### config.mk
export PLATFORM = sky130hd
export DESIGN_NAME = wbad_merge
export DESIGN_NICKNAME = d
export VERILOG_FILES = /design/src/wbad_pkg.sv /design/src/wbad_merge.sv
export SDC_FILE = /design/constraint.sdc
export NUM_CORES = 1
export LEC_CHECK = 0
export BUFFER_PORTS_ARGS = -buffer_cell sky130_fd_sc_hd__buf_2
export CAP_MARGIN = 25
export CORE_MARGIN = 4
export CORE_UTILIZATION = 40
export CTS_CLUSTER_SIZE = 8
export DETAILED_ROUTE_END_ITERATION = 8
export PLACE_DENSITY = 0.67
export SYNTH_ARGS = -nofsm -noshare
export SYNTH_HDL_FRONTEND = slang
export SYNTH_SLANG_ARGS = --single-unit
### constraint.sdc
create_clock -name clock -period 7.4 [get_ports clock]
set_input_delay 0.74 -clock clock [delete_from_list [all_inputs] [get_ports clock]]
set_output_delay 0.74 -clock clock [all_outputs]
set_load 0.05 [all_outputs]
### src/wbad_pkg.sv
`timescale 1ns / 1ps
// ----------------------------------------------------------------------------
// wbad_pkg
// Shared widths, constants and types of the windowed block average decimator.
// ----------------------------------------------------------------------------
package wbad_pkg;

   // Record and register widths
   localparam int LANES          = 8;
   localparam int SAMPLE_BITS    = 32;
   localparam int COUNT_BITS     = 16;
   localparam int TIME_BITS      = 42;
   localparam int LIMIT_BITS     = 16;
   localparam int CSR_INDEX_BITS = 4;
   localparam int CSR_DATA_BITS  = TIME_BITS;

   // Accumulator widths, sized so a full window never overflows
   localparam int TIME_SUM_BITS    = TIME_BITS + COUNT_BITS;
   localparam int DENSITY_SUM_BITS = SAMPLE_BITS + COUNT_BITS;
   localparam int LANE_SUM_BITS    = SAMPLE_BITS + COUNT_BITS;
   localparam int LANE_BITS        = $clog2(LANES);
   localparam int CURRENT_SUM_BITS = LANE_SUM_BITS + LANE_BITS;

   // Merge tree shape
   localparam int MERGE_LEVELS   = (LANES > 1) ? LANE_BITS : 1;
   localparam int MERGE_LEAVES   = 1 << MERGE_LEVELS;
   localparam int MERGE_CNT_BITS = (MERGE_LEVELS > 1) ? $clog2(MERGE_LEVELS) : 1;

   // Serial divider shape
   localparam int DIVIDEND_BITS = TIME_SUM_BITS;
   localparam int DIVISOR_BITS  = COUNT_BITS + LANE_BITS + 1;
   localparam int DIV_STEP_BITS = $clog2(DIVIDEND_BITS);

   // Length of one day in milliseconds
   localparam logic [TIME_BITS:0] DAY_MS = (TIME_BITS + 1)'(86400000);

   // Register reset values
   localparam logic [LIMIT_BITS-1:0] LIMIT_RESET = LIMIT_BITS'(2);

   // Register indexes
   localparam logic [CSR_INDEX_BITS-1:0] CSR_DAY_START    = CSR_INDEX_BITS'(0);
   localparam logic [CSR_INDEX_BITS-1:0] CSR_WINDOW_LIMIT = CSR_INDEX_BITS'(1);

   typedef logic signed [LANE_SUM_BITS-1:0] lane_sum_type;

   typedef enum logic [2:0] {
      ST_IDLE,
      ST_CHECK,
      ST_UPDATE,
      ST_MERGE,
      ST_FLUSH,
      ST_DIVIDE,
      ST_DELIVER
   } state_type;

   // Accumulator control shared by the lanes and the top level sums
   typedef struct packed {
      logic add;
      logic clear;
   } acc_ctrl_type;

   // Divider status
   typedef struct packed {
      logic busy;
      logic done;
   } div_status_type;

endpackage

### src/wbad_merge.sv
`timescale 1ns / 1ps
// ----------------------------------------------------------------------------
// wbad_merge
// Registered adder tree that folds the lane sums into one current sum.
// The root is valid once the lane sums have passed every registered level.
// ----------------------------------------------------------------------------
module wbad_merge (
   input  logic                                         clock,
   input  wbad_pkg::lane_sum_type                       lane_sum [wbad_pkg::LANES],
   output logic signed [wbad_pkg::CURRENT_SUM_BITS-1:0] total
);
   import wbad_pkg::*;

   logic signed [CURRENT_SUM_BITS-1:0] node_ff  [MERGE_LEAVES-1];
   logic signed [CURRENT_SUM_BITS-1:0] node_all [2*MERGE_LEAVES-1];

   // Heap layout: inner nodes first, then leaves padded with zero
   always_comb begin
      for (int i = 0; i < MERGE_LEAVES - 1; i++) begin
         node_all[i] = node_ff[i];
      end
      for (int j = 0; j < MERGE_LEAVES; j++) begin
         if (j < LANES) begin
            node_all[MERGE_LEAVES-1+j] = CURRENT_SUM_BITS'(lane_sum[j]);
         end else begin
            node_all[MERGE_LEAVES-1+j] = '0;
         end
      end
   end

   // One adder per inner node, each level registered
   always_ff @(posedge clock) begin
      for (int i = 0; i < MERGE_LEAVES - 1; i++) begin
         node_ff[i] <= node_all[2*i+1] + node_all[2*i+2];
      end
   end

   assign total = node_ff[0];

endmodule

* Word level (Yosys, flattened, before mapping)
Memory sizes are Yosys's and may differ from the RTL's. Cells that the tools add are included.
Storage, ports and cells: bits in registers 0, memory bits (writable) 357, output and inout bits 51, logic and storage cells 8, memories kept 1
Operators by class: $add $sub $neg 7
Memories:
- node_ff | words 7, bits a word 51, read ports 7, clocked after Yosys merged registers in 0, write ports 7, RTL line wbad_merge.sv:14 | logic signed [CURRENT_SUM_BITS-1:0] node_ff [MERGE_LEAVES-1];
Operators with widths (count):
- $add A48 B48 Y49 | 4
- $add A51 B51 Y51 | 3

* Logic depth before layout (Yosys ltp)
word-level depth 1, gate-level depth with buffers 13

* Worst setup path before layout
No wires, ideal clock.
kind in2reg, from input lane_sum[0] (netlist name), to memory node_ff[6][42] (netlist name), setup time 127 ps, arrival time 3465 ps, setup slack 3808 ps, stages 12, path buffers 0, cells stage by stage ha_1 > fa_1 > a211oi_1 > o21bai_1 > o21ba_2 > a221o_1 > o41a_1 > a21bo_2 > a211oi_2 > o21ai_2 > a21oi_2 > xnor2_1
RTL lines:
- from (decl) | RTL line wbad_merge.sv:9 | input wbad_pkg::lane_sum_type lane_sum [wbad_pkg::LANES],
- to (decl) | RTL line wbad_merge.sv:14

==> impl_metrics.toml <==
[status]
status = "completed"

[floorplan]
die_width_um = 260
initial_core_util = 0.404
rows = 92
die_h_um = 260
pin_count = 436
core_area_mm2 = 0.0630
die_area_mm2 = 0.0676

[sta]
max_freq_ghz = 0.262
finalMaxSlewViolations = 0
period_share = 0.517
tightest_slew_ns = 0.930
skew_ns = 0.0325
final.setup.tns_ns = 0
setup_viol = 0
min_period_ns = 3.82
hold_viol_final = 0
rsz0062_at_grt = "false"
relSlewSlack = 0.374

[logic_synthesis]
async_flop_share = 0
synth_area_per_cell_um2 = 8.42
yosysUniqueCellTypes = 86
synth.top_cell.area_share = 0.275
seq_area_frac_synth = 0.275
synth.area.top_cells = "dfxtp_1 (27%), ha_1 (17%), a21oi_1 (7.1%), xnor2_1 (6.8%), a21o_1 (6.3%)"
ys.flop_type = "dfxtp_1"
synth_edf_count = 0
yosysWarnings = 0
synthCells = 3018
syn_nets = 3750
syn_area_mm2 = 0.0254
synth_top_cell_by_area = "dfxtp_1"
yosys_register_bits = 349

[clocking]
root_buffer = "clkbuf_16"
cts_tree = "built"
cts-resized-gates = 0
htreeDepth = 2
cts.sinks = 349
ctsHoldBuffers = 0
cts_inserted_buffers = 50
post_cts_buffers = 0
clk_pin_slew_ns = 0.05
clkLatencyLatePin_ns = 0.60
cts_max_path_buffers = 3

[finish]
fin_area_mm2 = 0.0297
final_common_cell = "buf_2"
drive_above_1_share = 0.154
largest-register = "node_ff"
fin_nets = 4137
largest_reg_flops = 349
seqCellArea_mm2 = 0.00699
largest_registers = "node_ff (349)"
area_growth_pct = 16.7
multi_input_area_mm2 = 0.0177
fillers = 6271
finalNonFillerCells = 4261
layout_common_cells = "buf_2 (435), a21oi_1 (363), dfxtp_1 (349), ha_1 (340), nand2_1 (223)"

[power_and_ir_drop]
power.leakage_nw = 14.1
p_per_area_mw_per_mm2 = 396
ir_drop_mv = 0.190

[global_routing]
grt_pass1_wl_um = 127000
grt_start_max_net_pins = 15
grt_overflow = 0
grt_pass1_vias = 22800
grtUsageTotal = 0.234
antenna_found_initial = 5

[setup_path]
cp-end-kind = "flip-flop"
cp.buffers_inverters = 1
required_ns = 7.88
crit_slowest_cell = "a221oi_1"
crit_path_max_fanout = 3
path_cells = "buf_2, ha_1, a211oi_1, o21ai_0, a221oi_1, o21ai_0, a21boi_2, o211ai_1, o31ai_1, o221ai_1, o21a_1, xor2_1"
critPathMaxStageDelay_ns = 0.61
critical_path.most_common_cell = "o21ai_0"
startpoint_type = "input pin"
crit_family = "compound AO/OA/AOI/OAI gates"
cp.arrival_ns = 4.30
crit_type = "input pin to flip-flop"

[routing]
num_vias = 23600
drcViolationCount = 0
drtIter0Drc = 1835
drt_pass1_iterations = 5
ant_nets = 0
routed_wl_um = 82100
routedWlPerCell_um = 19.3
vias_per_cell = 5.54

[placement]
placed_cells = 4199
portBuffers = 435
dpl-instance-area_mm2 = 0.0283
dpl.hpwl_um = 69300
place.gp.congestion = 0.969

[job]
drv_cap = 0

[hold_path]
hp-class = "input pin to flip-flop"
==> synthesized netlist by cell type (all sizes together), types with 10 or more instances <==
library cell and n:
a21boi 14, a21oi 366, nand4 65, nand2b 21
o31a 10, xnor2 196, clkbuf 96, xor2 121
o21a 33, dfxtp 349, a21o 215, inv 86
a211o 12, ha 340, and4 11, o211ai 21
nand3 61, nand2 223, o21bai 60, nor3 27
o21ai 183, and2 12, a31oi 48, nor2 172
a211oi 25, and3 35, o31ai 17, nor2b 39
==> final timing paths <==
kind,start,cells past startpoint,slack (ns),end
worst min-delay path,lane_sum[144],2,0.37,node_ff[5][0]
worst min register to register,node_ff[1][0],1,0.44,node_ff[0][0]
worst max register to register,node_ff[5][0],13,3.60,node_ff[2][44]
worst max-delay path,lane_sum[1],12,3.58,node_ff[6][47]
==> layout make-up <==
class	count	share of cell area
Multi-Input combinational cell	2482	0.598
Tap cell	846	0.0357
Inverter	86	0.0109
Antenna cell	3	0.000253
Sequential cell	349	0.236
Timing Repair Buffer	436	0.0736
Clock buffer	55	0.0435
Clock inverter	4	0.00299
==> cells by family (layout without fill, tap and decap cells) <==
kind of cell               count (synthesis)  in the layout  share of synthesized area
AOI/OAI and AO/OA                       1103           1103                      0.279
muxes                                      4              4                    0.00158
xor gates and xnor gates                 317            317                      0.109
DFF                                      349            349                      0.275
adders and majority gates                347            347                      0.173
buffers and inverters                    187            581                     0.0278
other                                      0              3                          0
and+or+nand+nor                          711            711                      0.135
==> metal layers <==
| metal | vias to the layer above | part of all wire | global-route usage |
|---|---|---|---|
| met5 | - | 0 | 0 |
| met4 | 0 | 0.022 | 0.0561 |
| met3 | 97 | 0.062 | 0.0347 |
| met2 | 772 | 0.44 | 0.370 |
| met1 | 10900 | 0.48 | 0.336 |
| li1 | 11800 | - | - |
==> power breakdown <==
group,internal (mW),switching [mW],total [mW]
logic,2.58,4.08,6.67
registers,2.65,0.341,2.99
clock network,1.25,0.834,2.09
total,6.49,5.26,11.7
==> through the flow <==
step / util / hold WS (ns) / setup WS, ns / total power [mW]
3_3_place_gp: 0.449 / 0.438 / 3.10 / 9.62
6_report: 0.471 / 0.370 / 3.58 / 11.7
5_1_grt: 0.471 / 0.355 / 3.20 / 12.6
3_5_place_dp: 0.449 / 0.441 / 3.12 / 9.63
4_1_cts: 0.471 / 0.337 / 3.63 / 11.8
2_1_floorplan: - / 0.420 / 3.81 / 7.87
Note: power is estimated with default switching activity, not from simulation.
