`config.mk`:
```
export PLATFORM = sky130hd
export DESIGN_NAME = wbad_lane
export DESIGN_NICKNAME = d
export VERILOG_FILES = /design/src/wbad_pkg.sv /design/src/wbad_lane.sv
export SDC_FILE = /design/constraint.sdc
export NUM_CORES = 1
export LEC_CHECK = 0
export BUFFER_PORTS_ARGS = -buffer_cell sky130_fd_sc_hd__buf_2
export CAP_MARGIN = 40
export CORE_MARGIN = 5
export CORE_UTILIZATION = 45
export DETAILED_ROUTE_END_ITERATION = 8
export PLACE_DENSITY = 0.67
export SLEW_MARGIN = 15
export SYNTH_ARGS = -nofsm -noshare
export SYNTH_HDL_FRONTEND = slang
export SYNTH_SLANG_ARGS = --single-unit
```
`constraint.sdc`:
```
create_clock -name clock -period 4.9 [get_ports clock]
set_clock_uncertainty 0.15 [all_clocks]
set_input_delay 0.49 -clock clock [delete_from_list [all_inputs] [get_ports clock]]
set_output_delay 0.49 -clock clock [all_outputs]
set_load 0.005 [all_outputs]
```
`src/wbad_pkg.sv`:
```
`timescale 1ns / 1ps
// ----------------------------------------------------------------------------
// wbad_pkg
// Shared widths, constants and types of the windowed block average decimator.
// ----------------------------------------------------------------------------
package wbad_pkg;

   // Record and register widths
   localparam int LANES          = 8;
   localparam int SAMPLE_BITS    = 32;
   localparam int COUNT_BITS     = 16;
   localparam int TIME_BITS      = 42;
   localparam int LIMIT_BITS     = 16;
   localparam int CSR_INDEX_BITS = 4;
   localparam int CSR_DATA_BITS  = TIME_BITS;

   // Accumulator widths, sized so a full window never overflows
   localparam int TIME_SUM_BITS    = TIME_BITS + COUNT_BITS;
   localparam int DENSITY_SUM_BITS = SAMPLE_BITS + COUNT_BITS;
   localparam int LANE_SUM_BITS    = SAMPLE_BITS + COUNT_BITS;
   localparam int LANE_BITS        = $clog2(LANES);
   localparam int CURRENT_SUM_BITS = LANE_SUM_BITS + LANE_BITS;

   // Merge tree shape
   localparam int MERGE_LEVELS   = (LANES > 1) ? LANE_BITS : 1;
   localparam int MERGE_LEAVES   = 1 << MERGE_LEVELS;
   localparam int MERGE_CNT_BITS = (MERGE_LEVELS > 1) ? $clog2(MERGE_LEVELS) : 1;

   // Serial divider shape
   localparam int DIVIDEND_BITS = TIME_SUM_BITS;
   localparam int DIVISOR_BITS  = COUNT_BITS + LANE_BITS + 1;
   localparam int DIV_STEP_BITS = $clog2(DIVIDEND_BITS);

   // Length of one day in milliseconds
   localparam logic [TIME_BITS:0] DAY_MS = (TIME_BITS + 1)'(86400000);

   // Register reset values
   localparam logic [LIMIT_BITS-1:0] LIMIT_RESET = LIMIT_BITS'(2);

   // Register indexes
   localparam logic [CSR_INDEX_BITS-1:0] CSR_DAY_START    = CSR_INDEX_BITS'(0);
   localparam logic [CSR_INDEX_BITS-1:0] CSR_WINDOW_LIMIT = CSR_INDEX_BITS'(1);

   typedef logic signed [LANE_SUM_BITS-1:0] lane_sum_type;

   typedef enum logic [2:0] {
      ST_IDLE,
      ST_CHECK,
      ST_UPDATE,
      ST_MERGE,
      ST_FLUSH,
      ST_DIVIDE,
      ST_DELIVER
   } state_type;

   // Accumulator control shared by the lanes and the top level sums
   typedef struct packed {
      logic add;
      logic clear;
   } acc_ctrl_type;

   // Divider status
   typedef struct packed {
      logic busy;
      logic done;
   } div_status_type;

endpackage

```
`src/wbad_lane.sv`:
```
`timescale 1ns / 1ps
// ----------------------------------------------------------------------------
// wbad_lane
// One current lane: keeps the running window sum of its own fast samples.
// ----------------------------------------------------------------------------
module wbad_lane (
   input  logic                                  clock,
   input  logic                                  reset,
   input  wbad_pkg::acc_ctrl_type                ctrl,
   input  logic signed [wbad_pkg::SAMPLE_BITS-1:0] sample,
   output wbad_pkg::lane_sum_type                lane_sum
);
   import wbad_pkg::*;

   lane_sum_type sum_ff;
   lane_sum_type sum_in;

   // Clear wins over add; the two never come together
   always_comb begin
      priority if (ctrl.clear) begin
         sum_in = '0;
      end else if (ctrl.add) begin
         sum_in = sum_ff + LANE_SUM_BITS'(sample);
      end else begin
         sum_in = sum_ff;
      end
   end

   always_ff @(posedge clock) begin
      if (reset) begin
         sum_ff <= '0;
      end else begin
         sum_ff <= sum_in;
      end
   end

   assign lane_sum = sum_ff;

endmodule

```
==> Word-level counts from Yosys, hierarchy flattened <==
Index checks and enable logic that the tools add are counted.
{ "word_totals": {"ff_bits": 48, "inputBits": 36, "output_inout_bits": 48, "wordCells": 3} }
{ "classes": {"n_addsub": 1, "n_reduce_logical": 1} }
{ "op_table": {"columns": ["operator", "count"], "rows": [
  ["adder 48 x 32 -> 48 bit", 1],
  ["OR reduction 2 bit", 1]
]} }

==> Logic depth before layout (Yosys ltp) <==
{ "depth": {"ltp_word": 1, "depth_mapped": 12, "ltp_nobuf": 12} }

==> Worst setup path before layout <==
Ideal clock, no wire load.
{ "synth_path": {"kind": "input to register", "startpoint": "input port sample[0] in the netlist's numbering", "endpoint": "register sum_ff[44], in the netlist lane_sum[44]", "setup_time_ps": 122, "arrival_ps": 2858, "slack_ps": 1769, "path_stages": 12, "path_buffers": 0, "cell_sequence": "ha_1 -> fa_1 -> a21o_1 -> a21oi_2 -> o21ai_0 -> a21o_1 -> a41oi_1 -> o21a_2 -> o221ai_2 -> a311oi_2 -> xor2_1 -> o21ai_1"} }
{ "synth_via": {"elab_chain_cells": 1} }
{ "synth_rtl": {"columns": ["item", "line_no", "rtl"], "rows": [
  ["start: declaration", "wbad_lane.sv:10", "input logic signed [wbad_pkg::SAMPLE_BITS-1:0] sample,"],
  ["adder 48 x 32 -> 48 bit", "wbad_lane.sv:23", "sum_in = sum_ff + LANE_SUM_BITS'(sample);"],
  ["end signal: assignment", "wbad_lane.sv:33", "sum_ff <= sum_in;"],
  ["end: declaration", "wbad_lane.sv:15", "lane_sum_type sum_ff;"]
]} }
Every way passes these cells.
A chain may end at the register's enable or synchronous reset.

==> Worst setup path in the final report <==
{ "layout_path": {"startpoint": "register sum_ff[0], in the netlist lane_sum[0]", "endpoint": "register sum_ff[44], in the netlist lane_sum[44]"} }
{ "layout_via": {"elab_chain_cells": 1} }
{ "layout_rtl": {"columns": ["item", "line_no"], "rows": [
  ["adder 48 x 32 -> 48 bit", "wbad_lane.sv:23"]
]} }
Every way passes these cells.

==> impl_metrics.env <==
export IMPL_cts_inserted_buffers=5
export IMPL_fp_dieH_um=108
export IMPL_crit_top_cell="a21o_1"
export IMPL_r2r_cells=12
export IMPL_yosysTopAreaCellShare_pct=22.1
export IMPL_port_buffers=83
export IMPL_min_path_type="reg2reg"
export IMPL_grt_total_usage_pct=19.6
export IMPL_setup_tns_ps=0
export IMPL_syn_avg_cell_area_um2=8.10
export IMPL_dpl_cell_area_mm2=0.00480
export IMPL_post_synth_and_or_nand_nor_area_fraction_pct=16.1
export IMPL_layoutNonFillerInstCount=731
export IMPL_stdcell_area_mm2=0.00495
export IMPL_initial_utilization_pct=46.6
export IMPL_crit_type="reg2reg"
export IMPL_tightestPinTransition_ps=625
export IMPL_grt_overflow_total=0
export IMPL_antenna_cells=0
export IMPL_num_io_pins=84
export IMPL_clock_root_buffer="clkbuf_8"
export IMPL_antenna_found_initial=0
export IMPL_hold_viol_final=0
export IMPL_firstDrtPassIters=6
export IMPL_post_place_cells=722
export IMPL_hpwlAfterDp_um=8850
export IMPL_crit_path_end_kind="flip-flop"
export IMPL_htree_levels=2
export IMPL_slew_violations=0
export IMPL_fin_crit_sh_pct=67.4
export IMPL_status="finished, final reports clean"
export IMPL_crit_path_start_kind="flip-flop"
export IMPL_nets=685
export IMPL_crit_family="compound AO/OA/AOI/OAI gates"
export IMPL_async_reset_ff_share_pct=0
export IMPL_filler_cell_count=923
export IMPL_post_cts_buffers=0
export IMPL_synth_xor_area_share_pct=8.47
export IMPL_leakage_nw=2.44
export IMPL_gr_usage_met1_pct=25.5
export IMPL_grt_busiest_layer="met2"
export IMPL_yosysWarnings=0
export IMPL_synth_fa_ha_area_share_pct=14.0
export IMPL_synthMuxAreaShare_pct=5.99
export IMPL_critPathSlowestCell="fa_1"
export IMPL_via_per_inst=5.67
export IMPL_post_drt_wl_per_cell_um=15.6
export IMPL_cp_required_ps=4960
export IMPL_period_minus_slack_ps=3300
export IMPL_grt_start_max_net_pins=43
export IMPL_holdCritStartpoint="lane_sum[42]"
export IMPL_synth_top_area_cell="dfxtp_1"
export IMPL_cts_tree="yes"
export IMPL_reg2reg_slack_ps=1600
export IMPL_synth_compound_area_share_pct=29.4
export IMPL_clock_sinks=48
export IMPL_powerDensity_mw_per_mm2=224
export IMPL_drc_errors=0
export IMPL_holdPathStages=2
export IMPL_worstPathMaxFanout=5
export IMPL_largest_register_ffs=48
export IMPL_finalPower_mw=1.11
export IMPL_clk_pin_slew_ps=100
export IMPL_whs_endpoint="lane_sum[42]"
export IMPL_gp_congestion=0.972
export IMPL_synth_area_mm2=0.00434
export IMPL_worstReg2RegEnd="lane_sum[44]"
export IMPL_setup_violations=0
export IMPL_ys_seq_area_share_pct=22.1
export IMPL_ir_drop_v=0.000164
export IMPL_path_cells="ha_1 -> fa_1 -> a21o_1 -> a21oi_2 -> o21ai_0 -> a21o_1 -> a41oi_1 -> o21a_2 -> o221ai_2 -> a311oi_2 -> xor2_1 -> o21ai_1"
export IMPL_vias=4147
export IMPL_synth_top_family_by_area="compound AO/OA/AOI/OAI gates"
export IMPL_die_w_um=108
export IMPL_use_met2_pct=33.7
export IMPL_cts_hold_fix_buffers=0
export IMPL_syn_inst=536
export IMPL_drtIter0Drc=224
export IMPL_rows=35
export IMPL_fp_dieArea_mm2=0.0117
export IMPL_routed_wirelength_um=11400
export IMPL_gr_usage_met3_pct=2.93
export IMPL_clk_latency_ps=320
export IMPL_cp_arrival_ps=3370
export IMPL_drv_cap=0
export IMPL_grt_pass1_wl_um=19000
export IMPL_synth_edf_count=0
export IMPL_cts_resized=0
export IMPL_crit_reg2reg_launch="lane_sum[0]"
export IMPL_layout_drive_gt1_share_pct=18.6
export IMPL_holdWs_ps=326
export IMPL_path_buf_inv=0
export IMPL_ys_ff_latch=48
export IMPL_fmax_ghz=0.303
export IMPL_synth_most_common_cell="nor2_1"
export IMPL_syn_nets=620
export IMPL_critical_path_max_stage_delay_ps=410
export IMPL_ys_top_cells_by_count="nor2_1 (66), a21oi_1 (53), dfxtp_1 (48)"
export IMPL_core_mm2=0.00933
export IMPL_area_growth_pct=13.9
export IMPL_antenna_left=0
export IMPL_ys_flop_type="dfxtp_1"
export IMPL_rsz0062_at_grt="false"
export IMPL_grt_pass1_vias=4098
export IMPL_cts_buffer_depth=2
export IMPL_synth_cell_types=63
export IMPL_netlist_top_cells_area="dfxtp_1 (22%), ha_1 (14%), a21oi_1 (6.1%)"
export IMPL_slew_headroom_pct=58.4
[placed cells by master, fill, tap and decap left out, drive strengths merged, types with 4 or more instances in the layout]
master,count
buf,85
nor2,66
inv,11
a311oi,5
o31ai,4
or4,4
ha,47
nor3,5
mux2i,26
o21a,8
a21oi,57
o21bai,7
nor2b,6
a211oi,8
xor2,12
xnor2,30
nand3,10
o21ai,26
a31oi,6
a21o,34
nand2,39
dfxtp,48
o22ai,4
nand4,12
clkbuf,6
[routing by layer]
layer / up-vias / wire length (um) / share of wire, %
li1: 2092 / - / -
met1: 1938 / 5280 / 46
met2: 101 / 5520 / 48
met3: 16 / 501 / 4.4
met4: 0 / 135 / 1.2
met5: - / 0 / 0
[cell type report]
cell class / count / area (um^2) / area share (%)
clock buffers: 6 / 82.6 / 1.67
clock inverters: 2 / 38.8 / 0.784
inverters: 11 / 41.3 / 0.835
multi-input cells: 450 / 3210 / 64.9
repair buffers: 85 / 450 / 9.11
flip-flops and latches: 48 / 961 / 19.4
well taps: 129 / 161 / 3.26
[power breakdown]
| part | switching, mW | internal, mW |
|---|---|---|
| combinational | 0.205 | 0.155 |
| sequential | 0.0156 | 0.409 |
| clock | 0.155 | 0.167 |
| total | 0.376 | 0.731 |
[kinds of logic (layout without fill, tap and decap cells)]
group	count (synthesis)	count (layout)
xor+xnor	42	42
mux	26	26
buf+inv	38	104
compound gates	179	179
simple gates	155	155
fa+ha+maj	48	48
flops	48	48
[worst min-delay path, stage by stage (launching register included)]
cell     delay [ps]
dfxtp_1         340
nand2_1          50
o21ai_1          50
[worst max-delay path by stage]
stage           startpoint      endpoint  slack [ps]  cells after the start
6_report       lane_sum[0]  lane_sum[44]        1600                     12
5_1_grt        lane_sum[0]  lane_sum[44]        1430                     12
4_1_cts        lane_sum[0]  lane_sum[44]        1580                     12
3_5_place_dp     sample[0]  lane_sum[44]        1330                     13
3_3_place_gp     sample[0]  lane_sum[44]        1440                     13
2_1_floorplan    sample[0]  lane_sum[44]        1770                     12
[metrics by stage]
stage          util, %  worst slack (ps)
5_1_grt           53.0              1430
4_1_cts           52.7              1580
6_report          53.0              1600
3_5_place_dp      51.4              1330
2_1_floorplan        -              1770
3_3_place_gp      51.4              1440
Power figures use the tool's default switching activity.
