==> config.mk <==
export PLATFORM = sky130hd
export DESIGN_NAME = wbad_div
export DESIGN_NICKNAME = d
export VERILOG_FILES = /design/src/wbad_pkg.sv /design/src/wbad_div.sv
export SDC_FILE = /design/constraint.sdc
export NUM_CORES = 1
export LEC_CHECK = 0
export ABC_CLOCK_PERIOD_IN_PS = 3060
export BUFFER_PORTS_ARGS = -buffer_cell sky130_fd_sc_hd__clkbuf_2
export CAP_MARGIN = 20
export CORE_MARGIN = 4
export CORE_UTILIZATION = 50
export CTS_BUF_LIST = sky130_fd_sc_hd__clkbuf_16
export CTS_CLUSTER_DIAMETER = 40
export DETAILED_ROUTE_END_ITERATION = 8
export GPL_TIMING_DRIVEN = 1
export PLACE_DENSITY = 0.74
export SLEW_MARGIN = 5
export SYNTH_ARGS = -nofsm -noshare
export SYNTH_HDL_FRONTEND = slang
export SYNTH_SLANG_ARGS = --single-unit
==> constraint.sdc <==
create_clock -name clock -period 3.06 [get_ports clock]
set_input_delay 0.459 -clock clock [delete_from_list [all_inputs] [get_ports clock]]
set_output_delay 0.459 -clock clock [all_outputs]
set_load 0.01 [all_outputs]
==> src/wbad_pkg.sv <==
`timescale 1ns / 1ps
// ----------------------------------------------------------------------------
// wbad_pkg
// Shared widths, constants and types of the windowed block average decimator.
// ----------------------------------------------------------------------------
package wbad_pkg;

   // Record and register widths
   localparam int LANES          = 8;
   localparam int SAMPLE_BITS    = 32;
   localparam int COUNT_BITS     = 16;
   localparam int TIME_BITS      = 42;
   localparam int LIMIT_BITS     = 16;
   localparam int CSR_INDEX_BITS = 4;
   localparam int CSR_DATA_BITS  = TIME_BITS;

   // Accumulator widths, sized so a full window never overflows
   localparam int TIME_SUM_BITS    = TIME_BITS + COUNT_BITS;
   localparam int DENSITY_SUM_BITS = SAMPLE_BITS + COUNT_BITS;
   localparam int LANE_SUM_BITS    = SAMPLE_BITS + COUNT_BITS;
   localparam int LANE_BITS        = $clog2(LANES);
   localparam int CURRENT_SUM_BITS = LANE_SUM_BITS + LANE_BITS;

   // Merge tree shape
   localparam int MERGE_LEVELS   = (LANES > 1) ? LANE_BITS : 1;
   localparam int MERGE_LEAVES   = 1 << MERGE_LEVELS;
   localparam int MERGE_CNT_BITS = (MERGE_LEVELS > 1) ? $clog2(MERGE_LEVELS) : 1;

   // Serial divider shape
   localparam int DIVIDEND_BITS = TIME_SUM_BITS;
   localparam int DIVISOR_BITS  = COUNT_BITS + LANE_BITS + 1;
   localparam int DIV_STEP_BITS = $clog2(DIVIDEND_BITS);

   // Length of one day in milliseconds
   localparam logic [TIME_BITS:0] DAY_MS = (TIME_BITS + 1)'(86400000);

   // Register reset values
   localparam logic [LIMIT_BITS-1:0] LIMIT_RESET = LIMIT_BITS'(2);

   // Register indexes
   localparam logic [CSR_INDEX_BITS-1:0] CSR_DAY_START    = CSR_INDEX_BITS'(0);
   localparam logic [CSR_INDEX_BITS-1:0] CSR_WINDOW_LIMIT = CSR_INDEX_BITS'(1);

   typedef logic signed [LANE_SUM_BITS-1:0] lane_sum_type;

   typedef enum logic [2:0] {
      ST_IDLE,
      ST_CHECK,
      ST_UPDATE,
      ST_MERGE,
      ST_FLUSH,
      ST_DIVIDE,
      ST_DELIVER
   } state_type;

   // Accumulator control shared by the lanes and the top level sums
   typedef struct packed {
      logic add;
      logic clear;
   } acc_ctrl_type;

   // Divider status
   typedef struct packed {
      logic busy;
      logic done;
   } div_status_type;

endpackage

==> src/wbad_div.sv <==
`timescale 1ns / 1ps
// ----------------------------------------------------------------------------
// wbad_div
// Unsigned restoring divider, one quotient bit per cycle.
// ----------------------------------------------------------------------------
module wbad_div (
   input  logic                                clock,
   input  logic                                reset,
   input  logic                                start,
   input  logic [wbad_pkg::DIVIDEND_BITS-1:0]  dividend,
   input  logic [wbad_pkg::DIVISOR_BITS-1:0]   divisor,
   output logic [wbad_pkg::DIVIDEND_BITS-1:0]  quotient,
   output wbad_pkg::div_status_type            status
);
   import wbad_pkg::*;

   logic [DIVIDEND_BITS-1:0] quot_ff, quot_in;
   logic [DIVISOR_BITS-1:0]  rem_ff, rem_in;
   logic [DIVISOR_BITS-1:0]  divisor_ff, divisor_in;
   logic [DIV_STEP_BITS-1:0] step_ff, step_in;
   logic                     busy_ff, busy_in;
   logic                     done_ff, done_in;
   logic [DIVISOR_BITS:0]    trial;
   logic                     fits;
   logic                     last_step;

   // Shift in the next dividend bit and try a subtract
   assign trial     = {rem_ff, quot_ff[DIVIDEND_BITS-1]};
   assign fits      = trial >= {1'b0, divisor_ff};
   assign last_step = step_ff == DIV_STEP_BITS'(DIVIDEND_BITS - 1);

   always_comb begin
      quot_in    = quot_ff;
      rem_in     = rem_ff;
      divisor_in = divisor_ff;
      step_in    = step_ff;
      busy_in    = busy_ff;
      done_in    = 1'b0;
      if (start) begin
         quot_in    = dividend;
         rem_in     = '0;
         divisor_in = divisor;
         step_in    = '0;
         busy_in    = 1'b1;
      end else if (busy_ff) begin
         quot_in = {quot_ff[DIVIDEND_BITS-2:0], fits};
         rem_in  = fits ? DIVISOR_BITS'(trial - {1'b0, divisor_ff})
                        : DIVISOR_BITS'(trial);
         step_in = step_ff + 1'b1;
         if (last_step) begin
            busy_in = 1'b0;
            done_in = 1'b1;
         end
      end
   end

   // Control
   always_ff @(posedge clock) begin
      if (reset) begin
         step_ff <= '0;
         busy_ff <= 1'b0;
         done_ff <= 1'b0;
      end else begin
         step_ff <= step_in;
         busy_ff <= busy_in;
         done_ff <= done_in;
      end
   end

   // Datapath
   always_ff @(posedge clock) begin
      quot_ff    <= quot_in;
      rem_ff     <= rem_in;
      divisor_ff <= divisor_in;
   end

   assign quotient    = quot_ff;
   assign status.busy = busy_ff;
   assign status.done = done_ff;

endmodule

After elaboration in Yosys (flattened, before gate mapping)
Cells that the tools add are included.

Word-level logic and storage cells: 21. Bits in registers: 106. Input bits: 81.

Bitwise operators: 1. Order comparisons: 1. Reductions and logical operators: 3. Multiplexer cells: 7. $add $sub $neg: 2. Eq/ne operators: 1.

Operators with widths (number): 58-bit two-way mux (2); 21-bit by 20-bit greater-or-equal comparator with 1-bit output (1); 20-bit two-way mux (1); 20-bit subtractor (1); 6-bit by 1-bit adder with 6-bit output (second input constant) (1); 6-bit == test (second input constant) (1); 1-bit two-way mux (4); 3-bit OR reduction (1); 2-bit nonzero test (1); 2-bit OR reduction (1); 1-bit inverter (1).

Logic depth before layout (Yosys ltp)
Gate-level depths: netlist (run 1).

Word-level depth: 4. Depth in mapped cells: 12.

Worst setup path before layout (run 1)
OpenSTA, ideal clock, no wires.

Path kind: register to register. Start point: register divisor_ff[6]. End point: register quot_ff[0], in the netlist quotient[0] (data pin). Period minus slack after synthesis: 2.493 ns. Slack: 0.567 ns. Path buffers: 1. Data required time: 2.800 ns. Data arrival time: 2.233 ns. Stages on the path, launching flop included: 11. Path through: edfxtp_1 > inv_1 > ha_1 > and3_1 > or4_4 > a21oi_4 > a21oi_2 > o21ai_4 > buf_6 > nand2_1 > mux2_2.

Word-level cells in the longest chain between the ends: 3.

Ends and longest elaborated chain: from (decl) (RTL line wbad_div.sv:19) `logic [DIVISOR_BITS-1:0] divisor_ff, divisor_in;`; from (signal assigned) (RTL line wbad_div.sv:74) `divisor_ff <= divisor_in;`; 21-bit by 20-bit greater-or-equal comparator with 1-bit output (RTL line wbad_div.sv:29) `assign fits = trial >= {1'b0, divisor_ff};`; 58-bit two-way mux (RTL line wbad_div.sv:45) `end else if (busy_ff) begin`; 58-bit two-way mux (RTL line wbad_div.sv:39) `if (start) begin`; via quot_in[0] (RTL line wbad_div.sv:17) `logic [DIVIDEND_BITS-1:0] quot_ff, quot_in;`; to (signal assigned) (RTL line wbad_div.sv:72) `quot_ff <= quot_in;`; to (decl) (RTL line wbad_div.sv:17).

The timed path passes the listed nets, and every way through them passes these cells. The select of a mux whose other input is x is not followed. A chain may end at the register's enable or synchronous reset.

Worst setup path after layout (run 1)
Start point: register divisor_ff[7]. End point: register rem_ff[7].

Word-level cells in the longest chain between the ends: 2. Elaborated cells between the ends (all ways): 3. Classes of those cells: add/sub: 1; order compare: 1; mux: 1.

Ends and longest elaborated chain: 20-bit subtractor or 21-bit by 20-bit greater-or-equal comparator with 1-bit output (tied branches) (RTL line wbad_div.sv:47, wbad_div.sv:29); 20-bit two-way mux (*) (RTL line wbad_div.sv:47) `rem_in = fits ? DIVISOR_BITS'(trial - {1'b0, divisor_ff})`; to (signal assigned) (RTL line wbad_div.sv:73) `rem_ff <= rem_in;`; to (decl) (RTL line wbad_div.sv:18) `logic [DIVISOR_BITS-1:0] rem_ff, rem_in;`.

Mark *: on every way between the ends. The rest lies on a longest branch, timed or not.

==> impl_metrics.env, run 1 <==
export IMPL_status="finished, final reports clean"
export IMPL_io_pins=141
export IMPL_cts_resized=0
export IMPL_crit_path_end_kind="flip-flop"
export IMPL_final_antenna_net_count=0
export IMPL_rr_worst_depth=10
export IMPL_die_area_mm2=0.0130
export IMPL_comb_power_share_pct=19.6
export IMPL_cts_sinks=106
export IMPL_layout_drive_gt1_share_pct=39.4
export IMPL_grt_antenna_before_repair=0
export IMPL_synthDistinctLibCells=69
export IMPL_reg2reg_to="rem_ff[7]"
export IMPL_place_congestion=0.850
export IMPL_track_usage_pct=21.4
export IMPL_grt_max_degree=59
export IMPL_postSynthCellCount=478
export IMPL_hpwlAfterDp_mm=9.94
export IMPL_rr_startpoint="divisor_ff[7]"
export IMPL_vdd_drop_max_mv=0.445
export IMPL_nNetsFinal=719
export IMPL_tightest_slew_ns=0.742
export IMPL_path_clk_slew_ns=0.07
export IMPL_maxSlewViolCount=0
export IMPL_crit_type="reg2reg"
export IMPL_netlist_area_mm2=0.00564
export IMPL_synth_edf_count=78
export IMPL_vias=4331
export IMPL_power_density_mw_per_mm2=525
export IMPL_routedWlPerCell_um=17.8
export IMPL_hold_path_class="in2reg"
export IMPL_hold_violations=0
export IMPL_drt_iter0_drc=278
export IMPL_p_leak_uw=0.00286
export IMPL_switchingPower_uw=988
export IMPL_cts_root_buf="clkbuf_16"
export IMPL_synth_async_sr_flop_share_pct=0
export IMPL_yosysSeqAreaShare_pct=51.5
export IMPL_num_rows=38
export IMPL_drc=0
export IMPL_overflow=0
export IMPL_grt_pass1_vias=4363
export IMPL_numCtsBuffers=9
export IMPL_die_width_um=114
export IMPL_routed_wl_mm=13.5
export IMPL_cts_tree="yes"
export IMPL_seqPwrFrac_pct=49.7
export IMPL_internal_power_uw=2560
export IMPL_r2r_slack_ns=0.24
export IMPL_sw_frac_of_total_pct=27.9
export IMPL_critPathCapture="rem_ff[7]"
export IMPL_num_antenna_cells=0
export IMPL_fin_crit_sh_pct=92.1
export IMPL_ys_ff_latch=106
export IMPL_crit_path_start_kind="flip-flop"
export IMPL_layout_commonest_cell="clkbuf_2"
export IMPL_syn_num_nets=582
export IMPL_cts_hold_buf=0
export IMPL_synth_ff_type="edfxtp_1"
export IMPL_layout_common_cells="clkbuf_2 (139), edfxtp_1 (78), mux2_2 (58), nor2_1 (33), inv_1 (31)"
export IMPL_fin_util_pct=61.8
export IMPL_h_tree_depth=3
export IMPL_slew_headroom_pct=50.4
export IMPL_syn_area_per_cell_um2=11.8
export IMPL_cts_setup_buffers=0
export IMPL_maxCapViolCount=0
export IMPL_startpoint="divisor_ff[7]"
export IMPL_period_needed_ns=2.82
export IMPL_cts_buffer_depth=2
export IMPL_fmaxAchievable_mhz=355
export IMPL_grt_pass1_wl_mm=22.1
export IMPL_portBuffers=140
export IMPL_synthToLayoutAreaGrowth_pct=19.7
export IMPL_skew_ns=0.00777
export IMPL_dr_pass1_iters=6
export IMPL_cp_required_ns=3.31
export IMPL_core_mm2=0.0109
export IMPL_clock_power_share_pct=30.7
export IMPL_setup_tns_ns=0
export IMPL_grt_setup_unrepaired="false"
export IMPL_cp_max_fo=15
export IMPL_clock_latency_ns=0.35
export IMPL_start_util_pct=51.6
export IMPL_vias_per_cell=5.70
export IMPL_setup_viol=0
export IMPL_die_y_um=114
export IMPL_yosysWarnings=0
export IMPL_critPathArrivalTime_ns=3.07
==> layer usage <==
layer  vias up  global-route usage [%]  part of all wire [%]
li1       2085                       -                     -
met1      2048                    25.7                    40
met5         -                       0                     0
met4         0                    6.02                   1.6
met2       179                    35.6                    48
met3        19                    8.72                    10
==> synth_stat cells, types with 3 or more instances <==
| library cell | instances | area share, % |
|---|---|---|
| nand3b_1 | 3 | 0.40 |
| a41oi_1 | 4 | 0.62 |
| edfxtp_1 | 78 | 42 |
| nand4_1 | 6 | 0.67 |
| o21ai_0 | 14 | 1.2 |
| nor2_1 | 33 | 2.2 |
| clkbuf_1 | 17 | 1.1 |
| a21oi_1 | 10 | 0.89 |
| inv_1 | 31 | 2.1 |
| or2_2 | 3 | 0.33 |
| o31ai_1 | 3 | 0.40 |
| mux2_2 | 58 | 12 |
| a32oi_1 | 4 | 0.62 |
| nor3_1 | 4 | 0.35 |
| nor2b_1 | 3 | 0.33 |
| dfxtp_1 | 28 | 9.9 |
| o21a_1 | 11 | 1.5 |
| a311oi_2 | 6 | 1.6 |
| nand2b_1 | 3 | 0.33 |
| a211oi_1 | 5 | 0.67 |
| nand2_1 | 19 | 1.3 |
| and2_1 | 5 | 0.55 |
| mux2i_1 | 3 | 0.53 |
| buf_4 | 3 | 0.40 |
| o22ai_1 | 3 | 0.33 |
| a21o_1 | 6 | 0.80 |
| nand3_1 | 15 | 1.3 |
| ha_1 | 22 | 4.9 |
| xnor2_1 | 9 | 1.4 |
| xor2_1 | 5 | 0.78 |
| o21ai_1 | 10 | 0.89 |
| or3_1 | 6 | 0.67 |
==> per-stage QoR <==
stage / setup slack, ns / hold slack (ns) / total power [uW] / area, um2 / cells
4_1_cts: 0.270 / 0.265 / 3580 / 6750 / 760
5_1_grt: 0.124 / 0.264 / 3720 / 6750 / 760
6_report: 0.241 / 0.279 / 3550 / 6750 / 760
2_1_floorplan: 0.567 / 0.449 / 2230 / 5640 / 478
3_5_place_dp: 0.280 / 0.488 / 2480 / 6480 / 744
3_3_place_gp: 0.375 / 0.471 / 2470 / 6480 / 744
==> how the worst min path moves through the flow <==
stage,to,from,depth (start not counted),slack (ns)
6_report,divisor_ff[18],divisor[18],1,0.28
5_1_grt,divisor_ff[19],divisor[19],1,0.26
4_1_cts,divisor_ff[18],divisor[18],1,0.26
3_5_place_dp,step_ff[5],step_ff[5],2,0.49
3_3_place_gp,step_ff[5],step_ff[5],2,0.47
2_1_floorplan,rem_ff[19],rem_ff[19],2,0.45
==> final cells by class <==
cell class                 instances  area [um2]
timing repair buffer             152         793
fill                             912        4180
clock buffer                       9         225
multi-input combinational        315        2500
tap                              140         175
inverter                          31         116
sequential                       106        2900
clock inverter                     7        45.0
==> registers in the layout (all words and copies together), names as in the netlist <==
signal	count
step_ff	6
quotient	58
divisor_ff	20
busy_ff	1
rem_ff	20
done_ff	1
==> cell families after synthesis <==
kind of cell,count (synthesis),synth area share [%]
flip-flops,106,51.5
AO/OA/AOI/OAI,108,15.0
AND/OR/NAND/NOR,109,9.71
buffers and inverters,57,4.30
multiplexers,61,12.1
XOR/XNOR,14,2.17
adder cells (fa/ha/maj),23,5.23
==> worst max-delay path, cell delays in order (launching register included) <==
cell and delay [ns]:
edfxtp_1 0.34, inv_1 0.04, ha_1 0.35, and3_1 0.20
or4_4 0.51, a21oi_4 0.21, a21oi_2 0.12, o21ai_4 0.39
buf_4 0.21, a221oi_1 0.09, a2111oi_2 0.27
==> power by group through the flow <==
| stage | sequential, uW | combinational [uW] | clock (uW) |
|---|---|---|---|
| CTS | 1760 | 697 | 1120 |
| finish | 1760 | 697 | 1090 |
| global route | 1780 | 765 | 1180 |
| detailed placement | 1790 | 692 | 0 |
| global placement | 1790 | 677 | 0 |
| floorplan | 1820 | 412 | 0 |
Note: power is estimated with default switching activity, not from simulation.
==> inputs of run 2 (changes only) <==
Settings changed: BUFFER_PORTS_ARGS -buffer_cell sky130_fd_sc_hd__clkbuf_2 to -buffer_cell sky130_fd_sc_hd__buf_2.
==> run 2 against run 1 <==
Combinational power up 0.7%. First-iteration DRC count down 21%. Utilization unchanged. Highest routed layer is now met5. Register-to-register slack worse by 0.02 ns. Critical path type unchanged. Clock power about the same. Non-clock buffer count unchanged. Routed wire length up 2.5%.
==> impl_metrics.env, run 2 (synthesis results as in run 1) <==
export IMPL_place_congestion=0.855
export IMPL_layout_drive_gt1_share_pct=39.5
export IMPL_routed_wl_mm=13.9
export IMPL_grt_pass1_wl_mm=22.0
export IMPL_cp_required_ns=3.32
export IMPL_final_antenna_net_count=0
export IMPL_crit_path_start_kind="flip-flop"
export IMPL_cp_cell_sequence="inv_1, ha_1, and3_1, or4_4, a21oi_4, a21oi_2, o21ai_4, buf_4, nand3_2, a311oi_2"
export IMPL_nNetsFinal=719
export IMPL_slew_headroom_pct=47.9
export IMPL_portBuffers=140
export IMPL_numCtsBuffers=9
export IMPL_grt_pass1_vias=4420
export IMPL_largest_register_ff_count=58
export IMPL_period_needed_ns=2.84
export IMPL_min_path_cells=2
export IMPL_status="finished, final reports clean"
export IMPL_cp_buffers_inverters=2
export IMPL_startpoint="divisor_ff[6]"
export IMPL_num_antenna_cells=0
export IMPL_layout_commonest_cell="buf_2"
export IMPL_critPathMaxStageDelay_ns=0.51
export IMPL_num_rows=38
export IMPL_path_depth=10
export IMPL_routedWlPerCell_um=18.3
export IMPL_grt_max_degree=59
export IMPL_die_y_um=114
export IMPL_crit_type="reg2reg"
export IMPL_core_mm2=0.0109
export IMPL_worstHoldStart="reset"
export IMPL_cp_max_fo=14
export IMPL_drc=0
export IMPL_io_pins=141
export IMPL_rr_worst_depth=10
export IMPL_hold_path_class="in2reg"
export IMPL_vias_per_cell=5.72
export IMPL_skew_ns=0.00832
export IMPL_power_density_mw_per_mm2=526
export IMPL_hpwlAfterDp_mm=10.3
export IMPL_die_area_mm2=0.0130
export IMPL_crit_path_end_kind="flip-flop"
export IMPL_tightest_slew_ns=0.778
export IMPL_rr_startpoint="divisor_ff[6]"
export IMPL_cts_setup_buffers=0
export IMPL_track_usage_pct=21.6
export IMPL_drt_iter0_drc=220
export IMPL_overflow=0
export IMPL_dr_pass1_iters=5
export IMPL_fillCellCount=898
export IMPL_start_util_pct=51.6
export IMPL_hold_violations=0
export IMPL_vdd_drop_max_mv=0.578
export IMPL_cts_buffer_depth=2
export IMPL_path_clk_slew_ns=0.07
export IMPL_synthToLayoutAreaGrowth_pct=19.7
export IMPL_grt_antenna_before_repair=1
export IMPL_clock_latency_ns=0.35
export IMPL_cts_root_buf="clkbuf_16"
export IMPL_cts_hold_buf=0
export IMPL_cts_tree="yes"
export IMPL_fmaxAchievable_mhz=353
export IMPL_p_leak_uw=0.00283
export IMPL_h_tree_depth=3
export IMPL_cts_resized=0
export IMPL_setup_viol=0
export IMPL_layout_common_cells="buf_2 (139), edfxtp_1 (78), mux2_2 (58), nor2_1 (33), inv_1 (31)"
export IMPL_fin_crit_sh_pct=92.7
export IMPL_die_width_um=114
export IMPL_fin_util_pct=61.8
export IMPL_setup_tns_ns=0
export IMPL_cts_sinks=106
export IMPL_maxCapViolCount=0
export IMPL_critPathArrivalTime_ns=3.09
export IMPL_grt_setup_unrepaired="false"
export IMPL_critPathSlowestCell="or4_4"
export IMPL_vias=4346
export IMPL_crit_family="compound AO/OA/AOI/OAI gates"
export IMPL_maxSlewViolCount=0
## run 2: where the power goes
part	switching, uW	internal (uW)	total [uW]	leakage [uW]
logic	385	317	702	0.00169
registers	68.2	1690	1760	0.00101
clock network	536	553	1090	0.000136
## run 2: per-layer routing
metal	wire length, um	GRT usage [%]	vias to the layer above
li1	-	-	2082
met1	5420	25.6	2040
met2	6680	35.3	194
met3	1440	9.20	28
met4	326	7.84	2
met5	12	0	-
## run 2: layout make-up
class | instances | area, um2 | area share (%)
repair buffers | 152 | 793 | 11.7
inverters | 31 | 116 | 1.72
clock inverters | 7 | 45.0 | 0.667
clock buffers | 9 | 225 | 3.33
well taps | 140 | 175 | 2.59
flip-flops and latches | 106 | 2900 | 43.0
multi-input cells | 315 | 2500 | 37.0
## run 2: stage by stage
| step | hold WS (ns) | area, um2 | total power, uW | instances | worst slack [ns] |
|---|---|---|---|---|---|
| 2_1_floorplan | 0.449 | 5640 | 2230 | 478 | 0.567 |
| 3_3_place_gp | 0.470 | 6480 | 2470 | 744 | 0.368 |
| 3_5_place_dp | 0.499 | 6480 | 2490 | 744 | 0.247 |
| 4_1_cts | 0.260 | 6750 | 3580 | 760 | 0.239 |
| 5_1_grt | 0.260 | 6750 | 3710 | 760 | 0.0840 |
| 6_report | 0.271 | 6750 | 3550 | 760 | 0.224 |
## run 2: path summary, 6_finish.rpt
kind          endpoint  slack, ns
max          rem_ff[0]       0.22
min            busy_ff       0.27
max reg2reg  rem_ff[0]       0.22
min reg2reg  rem_ff[5]       0.51
==> inputs of run 3 (changes only) <==
Settings changed: ABC_CLOCK_PERIOD_IN_PS 3060 to 2350, CORE_UTILIZATION 50 to 49, PLACE_DENSITY 0.74 to 0.75.
Clock period 3.06 ns to 2.35 ns, I/O delays scaled along.
==> run 3 against run 2 <==
The run now ends with negative setup slack left. Sequential share of layout area fell by 3.9 points. Maximum frequency rose by 15%. Combinational power rose by 57%. Non-clock buffer count rose by 52. Global-route usage rose by 2.0 points. Clock skew rose by 0.0028 ns. Critical path type unchanged. Critical endpoint is now rem_ff[7]. Largest power group unchanged. Highest routed layer is now met4.
==> impl_metrics.env, run 3 (synthesis results as in run 1) <==
export IMPL_num_rows=38
export IMPL_vias_per_cell=5.75
export IMPL_crit_type="reg2reg"
export IMPL_layout_commonest_cell="buf_2"
export IMPL_synthToLayoutAreaGrowth_pct=31.5
export IMPL_critPathArrivalTime_ns=2.72
export IMPL_layout_drive_gt1_share_pct=48.5
export IMPL_io_pins=141
export IMPL_cp_buffers_inverters=2
export IMPL_die_width_um=115
export IMPL_grt_max_degree=85
export IMPL_failed_checks="negative setup slack"
export IMPL_cp_max_fo=15
export IMPL_layout_common_cells="buf_2 (139), edfxtp_1 (78), mux2_2 (58), buf_4 (58), nor2_1 (32)"
export IMPL_fin_crit_sh_pct=105
export IMPL_die_y_um=115
export IMPL_vdd_drop_max_mv=0.547
export IMPL_routed_wl_mm=15.4
export IMPL_nNetsFinal=771
export IMPL_core_mm2=0.0110
export IMPL_critPathMaxStageDelay_ns=0.50
export IMPL_status="finished with violations"
export IMPL_critPathSlowestCell="or4_4"
export IMPL_path_clk_slew_ns=0.08
export IMPL_fin_util_pct=67.3
export IMPL_cts_root_buf="clkbuf_16"
export IMPL_cts_tree="yes"
export IMPL_grt_pass1_wl_mm=24.7
export IMPL_cts_buffer_depth=2
export IMPL_maxCapViolCount=0
export IMPL_hold_path_class="in2reg"
export IMPL_wl_met3_mm=1.50
export IMPL_period_needed_ns=2.47
export IMPL_critPathMostFrequentCell="a21oi_4"
export IMPL_power_density_mw_per_mm2=669
export IMPL_start_util_pct=51.1
export IMPL_portBuffers=140
export IMPL_largest_register_ff_count=58
export IMPL_place_congestion=0.904
export IMPL_setup_tns_ns=-1.40
export IMPL_fin_ws_ns=-0.123
export IMPL_hpwlAfterDp_mm=11.0
export IMPL_routedWlPerCell_um=19.0
export IMPL_setup_viol=19
export IMPL_fmaxAchievable_mhz=404
export IMPL_crit_path_start_kind="flip-flop"
export IMPL_top_layer="met4"
export IMPL_dr_pass1_iters=7
export IMPL_cp_required_ns=2.60
export IMPL_grt_antenna_before_repair=0
export IMPL_crit_family="compound AO/OA/AOI/OAI gates"
export IMPL_maxSlewViolCount=0
export IMPL_cts_hold_buf=0
export IMPL_hold_violations=0
export IMPL_cts_sinks=106
export IMPL_tightest_slew_ns=0.978
export IMPL_final_antenna_net_count=0
export IMPL_overflow=0
export IMPL_slew_headroom_pct=34.5
export IMPL_h_tree_depth=3
export IMPL_p_leak_uw=0.00315
export IMPL_wl_met1_mm=5.90
export IMPL_crit_path_end_kind="flip-flop"
export IMPL_num_antenna_cells=0
export IMPL_skew_ns=0.0112
export IMPL_numCtsBuffers=9
export IMPL_grt_setup_unrepaired="true"
export IMPL_track_usage_pct=23.7
export IMPL_die_area_mm2=0.0133
export IMPL_cp_cell_sequence="inv_2, ha_4, and2_4, or4_4, a21oi_4, a21oi_4, o21ai_4, buf_12, a221oi_2, a2111oi_2"
export IMPL_drt_iter0_drc=224
export IMPL_vias=4666
export IMPL_drc=0
export IMPL_clock_latency_ns=0.36
export IMPL_grt_pass1_vias=5037
export IMPL_wl_met2_mm=7.67
## run 3: cell count changes in the layout (fill, tap and decap cells not counted), moves of 3 or more
cell    change
buf_4      +45
ha_4        +5
inv_2       +3
ha_1        -5
buf_12      +3
inv_1       -3
buf_6       +4
## run 3: worst paths after layout
kind,to,slack [ns],cells after the start,start
worst min-delay path,busy_ff,0.16,2,reset
worst min register to register,step_ff[5],0.50,2,step_ff[5]
worst max-delay path,rem_ff[7],-0.12,10,divisor_ff[7]
worst max register to register,rem_ff[7],-0.12,10,divisor_ff[7]
## run 3: cell type report
type | count | area [um2]
fill | 811 | 3610
sequential | 106 | 2900
multi-input combinational | 315 | 2690
timing repair buffer | 204 | 1240
clock buffer | 9 | 225
tap | 140 | 175
inverter | 31 | 116
clock inverter | 7 | 78.8
## run 3: repair_timing
item / 4_1_cts / 5_1_grt
gates resized for setup: 18 / 12
endpoints found under the setup margin: 21 / 21
pin swaps: 10 / 3
setup buffers: 3 / 1
## run 3: metrics by stage
step | worst slack, ns | total power, uW | hold slack [ns] | instance area [um2] | std cells
after floorplan | -0.0667 | 2920 | 0.425 | 5690 | 478
after global placement | -0.0924 | 3320 | 0.469 | 6930 | 793
after detailed placement | -0.148 | 3360 | 0.490 | 6930 | 793
after CTS | -0.145 | 4960 | 0.154 | 7330 | 811
after global routing | -0.194 | 5200 | 0.147 | 7420 | 812
final | -0.123 | 4960 | 0.158 | 7420 | 812
## run 3: per-layer routing
| metal | vias up | track usage [%] |
|---|---|---|
| met5 | - | 0 |
| li1 | 2189 | - |
| met3 | 31 | 9.26 |
| met2 | 224 | 39.6 |
| met4 | 0 | 8.69 |
| met1 | 2222 | 27.5 |
## run 3: where the power goes
part / total [uW] / internal, uW / switching [uW]
Sequential: 2300 / 2200 / 94.6
Clock: 1570 / 841 / 731
Combinational: 1100 / 527 / 570
